## src/hw/rtl/scd_pkg.sv

```systemverilog
`timescale 1ns / 1ps

package scd_pkg;

   // word and field widths
   localparam int ELEM_W    = 32;
   localparam int PROD_W    = 64;
   localparam int NUM_LANES = 4;
   localparam int FRAC_W    = 16;
   // quotient bits kept by each divider lane (anything at or above 2^33 saturates)
   localparam int QUO_W     = 33;
   localparam int DIV_STEPS = QUO_W;
   // shift of the numerator in the overflow test: 2^QUO_W / 2^FRAC_W
   localparam int OVF_SH    = QUO_W - FRAC_W;
   // divider depth: one setup stage plus one stage per quotient bit
   localparam int DIV_LAT   = DIV_STEPS + 1;

   localparam int REQ_DATA_W = 8 * ELEM_W;
   localparam int RSP_DATA_W = NUM_LANES * ELEM_W;
   localparam int RSP_USER_W = 2;

   localparam logic [ELEM_W-1:0] ONE_Q16 = 32'h0001_0000;
   localparam logic [ELEM_W-1:0] POS_MAX = 32'h7FFF_FFFF;
   localparam logic [ELEM_W-1:0] NEG_MIN = 32'h8000_0000;

   localparam logic KIND_INVERT = 1'b0;
   localparam logic KIND_SOLVE  = 1'b1;

   // determinant and numerators in sign/magnitude form
   typedef struct packed {
      logic                             dneg;
      logic [PROD_W-1:0]                dmag;
      logic [NUM_LANES-1:0]             nneg;
      logic [NUM_LANES-1:0][PROD_W-1:0] nmag;
   } front_type;

   // one divider lane result
   typedef struct packed {
      logic             ovf;
      logic             neg;
      logic [QUO_W-1:0] quo;
   } lane_res_type;

endpackage

```

## src/hw/rtl/scd_merge.sv

```systemverilog
`timescale 1ns / 1ps

module scd_merge (
   input  logic                                                clock,
   input  logic                                                reset,
   input  logic                                                tail_vld,
   input  logic                                                singular,
   input  scd_pkg::lane_res_type [scd_pkg::NUM_LANES-1:0]      lanes,
   output logic                                                busy,
   output logic                                                rsp_tvalid,
   input  logic                                                rsp_tready,
   output logic [scd_pkg::RSP_DATA_W-1:0]                      rsp_tdata,
   output logic [scd_pkg::RSP_USER_W-1:0]                      rsp_tuser
);
   import scd_pkg::*;

   logic [RSP_DATA_W-1:0] data_in, out_data_ff, skid_data_ff;
   logic [RSP_USER_W-1:0] user_in, out_user_ff, skid_user_ff;
   logic [NUM_LANES-1:0]  sat;
   logic                  out_vld_ff, skid_vld_ff;
   logic                  tail_fire;

   // sign, clip and singular masking of each lane
   always_comb begin
      for (int i = 0; i < NUM_LANES; i++) begin
         if (lanes[i].neg) begin
            sat[i] = lanes[i].ovf || (lanes[i].quo > {1'b0, NEG_MIN});
            data_in[i*ELEM_W +: ELEM_W] = sat[i] ? NEG_MIN :
                                          (ELEM_W'(0) - lanes[i].quo[ELEM_W-1:0]);
         end else begin
            sat[i] = lanes[i].ovf || (lanes[i].quo > {1'b0, POS_MAX});
            data_in[i*ELEM_W +: ELEM_W] = sat[i] ? POS_MAX : lanes[i].quo[ELEM_W-1:0];
         end
      end
      user_in = {(|sat), 1'b0};
      if (singular) begin
         data_in = '0;
         user_in = {1'b0, 1'b1};
      end
   end

   assign busy      = skid_vld_ff;
   assign tail_fire = tail_vld && !skid_vld_ff;

   // output register with skid word behind it
   always_ff @(posedge clock) begin
      if (reset) begin
         out_vld_ff  <= 1'b0;
         skid_vld_ff <= 1'b0;
      end else if (!out_vld_ff || rsp_tready) begin
         if (skid_vld_ff) begin
            out_vld_ff  <= 1'b1;
            skid_vld_ff <= 1'b0;
         end else begin
            out_vld_ff <= tail_fire;
         end
      end else if (tail_fire) begin
         skid_vld_ff <= 1'b1;
      end
   end

   always_ff @(posedge clock) begin
      if (!out_vld_ff || rsp_tready) begin
         if (skid_vld_ff) begin
            out_data_ff <= skid_data_ff;
            out_user_ff <= skid_user_ff;
         end else begin
            out_data_ff <= data_in;
            out_user_ff <= user_in;
         end
      end else if (tail_fire) begin
         skid_data_ff <= data_in;
         skid_user_ff <= user_in;
      end
   end

   assign rsp_tvalid = out_vld_ff;
   assign rsp_tdata  = out_data_ff;
   assign rsp_tuser  = out_user_ff;

   a_skid_behind_out: assert property (@(posedge clock) disable iff (reset)
      skid_vld_ff |-> out_vld_ff) else $error("skid word without output word");
   a_singular_zero: assert property (@(posedge clock) disable iff (reset)
      (out_vld_ff && out_user_ff[0]) |-> (out_data_ff == '0 && !out_user_ff[1]))
      else $error("singular word carries data or clip flag");
   a_reset_empty: assert property (@(posedge clock)
      $past(reset) |-> (!out_vld_ff && !skid_vld_ff)) else $error("not empty after reset");
   a_skid_drains: assert property (@(posedge clock) disable iff (reset)
      (skid_vld_ff && rsp_tready) |=> !skid_vld_ff) else $error("skid word not drained");

endmodule
```

## config.mk

```make
export PLATFORM = sky130hd
export DESIGN_NAME = scd_merge
export DESIGN_NICKNAME = d
export VERILOG_FILES = /design/src/hw/rtl/scd_pkg.sv /design/src/hw/rtl/scd_merge.sv
export SDC_FILE = /design/constraint.sdc
export NUM_CORES = 1
export LEC_CHECK = 0
export BUFFER_PORTS_ARGS = -buffer_cell sky130_fd_sc_hd__clkbuf_2
export CAP_MARGIN = 15
export CORE_MARGIN = 2
export CORE_UTILIZATION = 35
export CTS_CLUSTER_DIAMETER = 150
export CTS_CLUSTER_SIZE = 10
export DETAILED_ROUTE_END_ITERATION = 8
export GPL_TIMING_DRIVEN = 0
export PLACE_DENSITY_LB_ADDON = 0.25
export SLEW_MARGIN = 20
export SYNTH_ARGS = -nofsm -noshare
export SYNTH_HDL_FRONTEND = slang
export SYNTH_SLANG_ARGS = --single-unit
```

## constraint.sdc

```tcl
create_clock -name clock -period 55 [get_ports clock]
set_clock_uncertainty 0.1 [all_clocks]
set_input_delay 13.75 -clock clock [delete_from_list [all_inputs] [get_ports clock]]
set_output_delay 13.75 -clock clock [all_outputs]
set_load 0.005 [all_outputs]
```

### Word-level counts from Yosys, hierarchy flattened

Index checks and enable logic that the tools add are counted.

| cells by class | value |
|---|---|
| mux-type cells | 21 |
| reductions and logical operators | 15 |
| magnitude comparators | 8 |
| add/subtract/negate cells | 4 |
| bitwise logic cells | 1 |

Operators by type and width:

| cell | count |
|---|---|
| 32-bit 2-to-1 mux | 12 |
| 128-bit 2-to-1 mux | 2 |
| 33-bit by 31-bit greater-than comparator with 1-bit output (second input constant) | 4 |
| 33-bit by 32-bit greater-than comparator with 1-bit output (second input constant) | 4 |
| 1-bit by 32-bit subtractor with 32-bit output (first input constant) | 4 |
| 1-bit logical OR | 9 |
| 1-bit 2-to-1 mux | 5 |
| 2-bit 2-to-1 mux | 2 |
| 4-bit OR reduction | 1 |
| 1-bit logical NOT | 2 |
| 2-bit AND reduction | 1 |
| 2-bit OR reduction | 1 |
| 1-bit logical AND | 1 |
| 1-bit NOT | 1 |

| storage, ports and cells | value |
|---|---|
| input bits | 145 |
| output and inout bits | 132 |
| logic and storage cells | 55 |
| register bits after elaboration | 262 |

### Logic depth before layout (Yosys ltp)

| logic depth | value |
|---|---|
| depth after elaboration | 6 |
| mapped depth | 12 |
| depth with buffers taken out | 9 |

### Least setup slack after synthesis

Ideal clock, no wire load.

| timing path | value |
|---|---|
| path kind | input port to flip-flop |
| start | input rsp_tready |
| end | register skid_data_ff[0], enable pin |
| buffers on the path | 0 |
| library setup time | 0.805 ns |
| required time | 54.095 ns |
| arrival | 26.736 ns |
| setup slack | 27.359 ns |
| stages | 2 |
| cells stage by stage | nand2b_1 -> nor3b_1 |

| on the way | value |
|---|---|
| word-level cells in the longest chain between the ends | 3 |

RTL lines:

| element | line | text |
|---|---|---|
| from (decl) | scd_merge.sv:11 | `input logic rsp_tready,` |
| 1-bit logical OR | scd_merge.sv:63 | `if (!out_vld_ff \|\| rsp_tready) begin` |
| 1-bit NOT (no line) | n/a |  |
| 2-bit AND reduction (no line) | n/a |  |
| to (signal assigned) | scd_merge.sv:72 | `skid_data_ff <= data_in;` |
| to (decl) | scd_merge.sv:17 | `logic [RSP_DATA_W-1:0] data_in, out_data_ff, skid_data_ff;` |

No other way between the ends.
A chain may end at the register's enable or synchronous reset.

### Worst setup path after layout

| timing path | value |
|---|---|
| start | input lanes[0] (netlist name) |
| end | register out_data_ff[18] (netlist: rsp_tdata[18]) (data pin) |

| on the way | value |
|---|---|
| word-level cells in the longest chain between the ends | 6 |
| elaborated cells on any way between the ends | 10 |
| those cells by class | add/sub: 1; order compare: 2; mux: 5; reduce/logical: 2 |

RTL lines:

| element | line | text |
|---|---|---|
| from (decl) | scd_merge.sv:8 | `input scd_pkg::lane_res_type [scd_pkg::NUM_LANES-1:0] lanes,` |
| 33-bit by 31-bit greater-than comparator with 1-bit output or 33-bit by 32-bit greater-than comparator with 1-bit output (tied branches) | scd_merge.sv:31, scd_merge.sv:27 |  |
| 1-bit logical OR, on equally long branches | scd_merge.sv:31, scd_merge.sv:27 |  |
| 32-bit 2-to-1 mux, on equally long branches | scd_merge.sv:32, scd_merge.sv:28 |  |
| 32-bit 2-to-1 mux (*) | scd_merge.sv:26 | `if (lanes[i].neg) begin` |
| 128-bit 2-to-1 mux (*) | scd_merge.sv:36 | `if (singular) begin` |
| 128-bit 2-to-1 mux (*) | scd_merge.sv:64 | `if (skid_vld_ff) begin` |
| to (signal assigned) | scd_merge.sv:65 | `out_data_ff <= skid_data_ff;` |
| to (signal assigned) | scd_merge.sv:68 | `out_data_ff <= data_in;` |
| to (decl) | scd_merge.sv:17 |  |

Mark *: on every way between the ends. The rest lies on a longest branch, timed or not.

==> impl_results.md <==
* Outcome: finished, final reports clean
* CTS tree: built
* Leak at 6.41 nW
* Antenna diodes at 0
* Most frequent cells in the layout: clkbuf_2, edfxtp_1, nand2_1
* HP Class: reg -> reg
* DP Area at 0.0161 mm2
* Mapped Area at 0.0138 mm2
* Seq/Total Area, Yosys at 56.7%
* Fillers at 3729
* Part of the cycle the worst path needs at 29.9%
* Syn Inst Count at 1180
* Post-Place Cells at 1989
* Hpwl dp at 31200 um
* Vias per cell at 5.47
* Synth warnings at 0
* Non-filler instance count after layout at 2034
* # DRC at 0
* Gr busiest metal: met2
* Antenna Nets Post-Route at 0
* Row Count at 72
* Worst slew margin at 36.7%
* Post-synthesis register bit count at 262
* Die footprint at 0.0411 mm2
* Max Clock Freq at 0.0609 GHz
* Fin. Hold Viols at 0
* CP Class: in -> reg
* Gp weighted congestion at 0.880
* Critical Path Start Type: input pin
* Layout area overhead at 22.1%
* IO Pins at 277
* Distinct cells, synth at 68
* Die X at 203 um
* Post-synth ARST share at 0%
* Crit path capture type: flop
* Via count at 11100
* Clk_lat worst skew at 0.56 ns
* Post-Layout Inst Area at 0.0169 mm2
* Area of the multi-input gates at 0.00563 mm2
* Hold Buf Count CTS at 0
* Met1 GRT Util at 28.0%
* GRT Util Overall at 20.0%
* FF+latch area at 0.00785 mm2
* Number of synthesized flops with an enable pin at 260
* Max-cap violations at 0
* Pre-antenna DRT Iters at 5
* Final core utilization at 43.5%
* Clk buf depth at 3
* Mean post-synth cell area at 11.7 um2
* Post-layout min period at 16.42 ns
* Commonest register cell after synthesis: edfxtp_1
* Largest net degree at the start of global routing at 46
* RSZ-0062 raised after global routing: no
* Max-slew violations at 0
* Post-CTS sizing at 0
* CTS H-tree depth at 1
* Critical-path maximum fanout at 10
* Total global routing overflow at 0
* Starting DRC count in detailed routing at 758
* Final setup violation count at 0
* Met3 usage at 3.43%
* Hold Slack at 0.416 ns
* Die Y at 203 um
* Met2 Usage GRT at 32.5%
* PwrDens at 28.4 mW/mm2
* Number of global-route vias before repair at 11000
* Layout cell share with drive strength beyond 1 at 30.8%
* First-pass GRT wire length at 64800 um
* Worst VDD drop at 0.0262 mV
* Crit path DAT at 16.66 ns
* Initial antenna violation count at 1
* Number of post-CTS setup repair buffers at 0
* # port buffers at 272
* WL/cell at 20.5 um
* Cts bufs inserted at 30
* CP Data Required Time at 55.24 ns
* Total core area at 0.0388 mm2
* Root Buffer: clkbuf_16
* Final WL at 41700 um
* Final net count at 1656
* Starting Density at 35.6%
* Slew @ Worst Pin at 0.941 ns
* Clock sinks at 262
* Syn nets at 1333
* Setup TNS at 0 ns
* Clock edge transition at the registers on the reported setup and hold paths at 0.06 ns
* Commonest non-fill, non-tap cell in the layout: clkbuf_2
cell type report:
| class | instances | area share (%) |
|---|---|---|
| repair buffers | 291 | 9.24 |
| plain buffers | 65 | 1.70 |
| inverters | 23 | 0.511 |
| clock inverters | 1 | 0.0519 |
| flip-flops and latches | 262 | 46.5 |
| multi-input cells | 830 | 33.3 |
| clock buffers | 44 | 4.88 |
| well taps | 518 | 3.84 |
layer usage:
layer / vias to the layer above / routed length, um / part of all wire, %
met5: - / 13 / 0.031
met4: 2 / 672 / 1.6
met2: 410 / 19300 / 46
li1: 5243 / - / -
met3: 56 / 2910 / 7.0
met1: 5415 / 18800 / 45
power breakdown:
group | internal, mW | switching, mW
combinational | 0.0252 | 0.0378
sequential | 0.235 | 0.00374
clock | 0.102 | 0.0771
total | 0.361 | 0.119
critical path, cell delays in order:
cell,delay [ns]
clkbuf_2,0.18
inv_1,0.10
ha_1,0.21
nor3b_1,0.46
nand2_1,0.28
nor4_1,0.44
o21ai_1,0.19
clkbuf_1,0.31
clkbuf_1,0.32
o31ai_1,0.41
worst paths after layout:
check	slack (ns)	startpoint	depth (start not counted)	endpoint
min reg2reg	0.42	skid_data_ff[17]$_DFFE_PP_	2	rsp_tdata[17]$_DFFE_PP_
max reg2reg	51.41	busy$_SDFFE_PP0P_	9	skid_data_ff[82]$_DFFE_PP_
max	38.58	lanes[0]	10	rsp_tdata[18]$_DFFE_PP_
min	0.42	skid_data_ff[17]$_DFFE_PP_	2	rsp_tdata[17]$_DFFE_PP_
flip-flops by register name, summed over array words and instances (netlist names):
name	cells
rsp_tvalid	1
busy	1
rsp_tuser	2
skid_user_ff	2
skid_data_ff	128
rsp_tdata	128
synth_stat cells, types with 11 or more instances:
| cell | count | area (um2) |
|---|---|---|
| o31ai_1 | 35 | 263 |
| nand3_1 | 20 | 100 |
| o41ai_1 | 14 | 123 |
| xor2_1 | 43 | 377 |
| nand4_1 | 32 | 200 |
| nor2_1 | 88 | 330 |
| nor4_1 | 23 | 144 |
| edfxtp_1 | 260 | 7810 |
| or2_2 | 11 | 68.8 |
| inv_1 | 22 | 82.6 |
| nor3_1 | 50 | 250 |
| xnor2_1 | 11 | 96.3 |
| clkbuf_1 | 58 | 218 |
| nand2_1 | 102 | 383 |
| o21ai_0 | 22 | 110 |
| a21oi_1 | 96 | 480 |
| a31oi_1 | 11 | 68.8 |
| or3_1 | 24 | 150 |
| mux2_2 | 99 | 1110 |
cells by family after synthesis:
group,count (synthesis),synth area share [%]
compound gates,261,13.0
flops,262,56.7
xor+xnor,54,3.42
buf+inv,88,2.69
simple gates,404,15.1
fa+ha+maj,8,0.723
mux,103,8.36
per-stage QoR:
step           setup slack [ns]  power, mW
2_1_floorplan             27.36      0.273
3_3_place_gp              13.72      0.307
3_5_place_dp              38.07      0.305
4_1_cts                   38.61      0.488
5_1_grt                   38.32      0.501
6_report                  38.58      0.480
No activity file was read; power rests on OpenSTA's default activity.
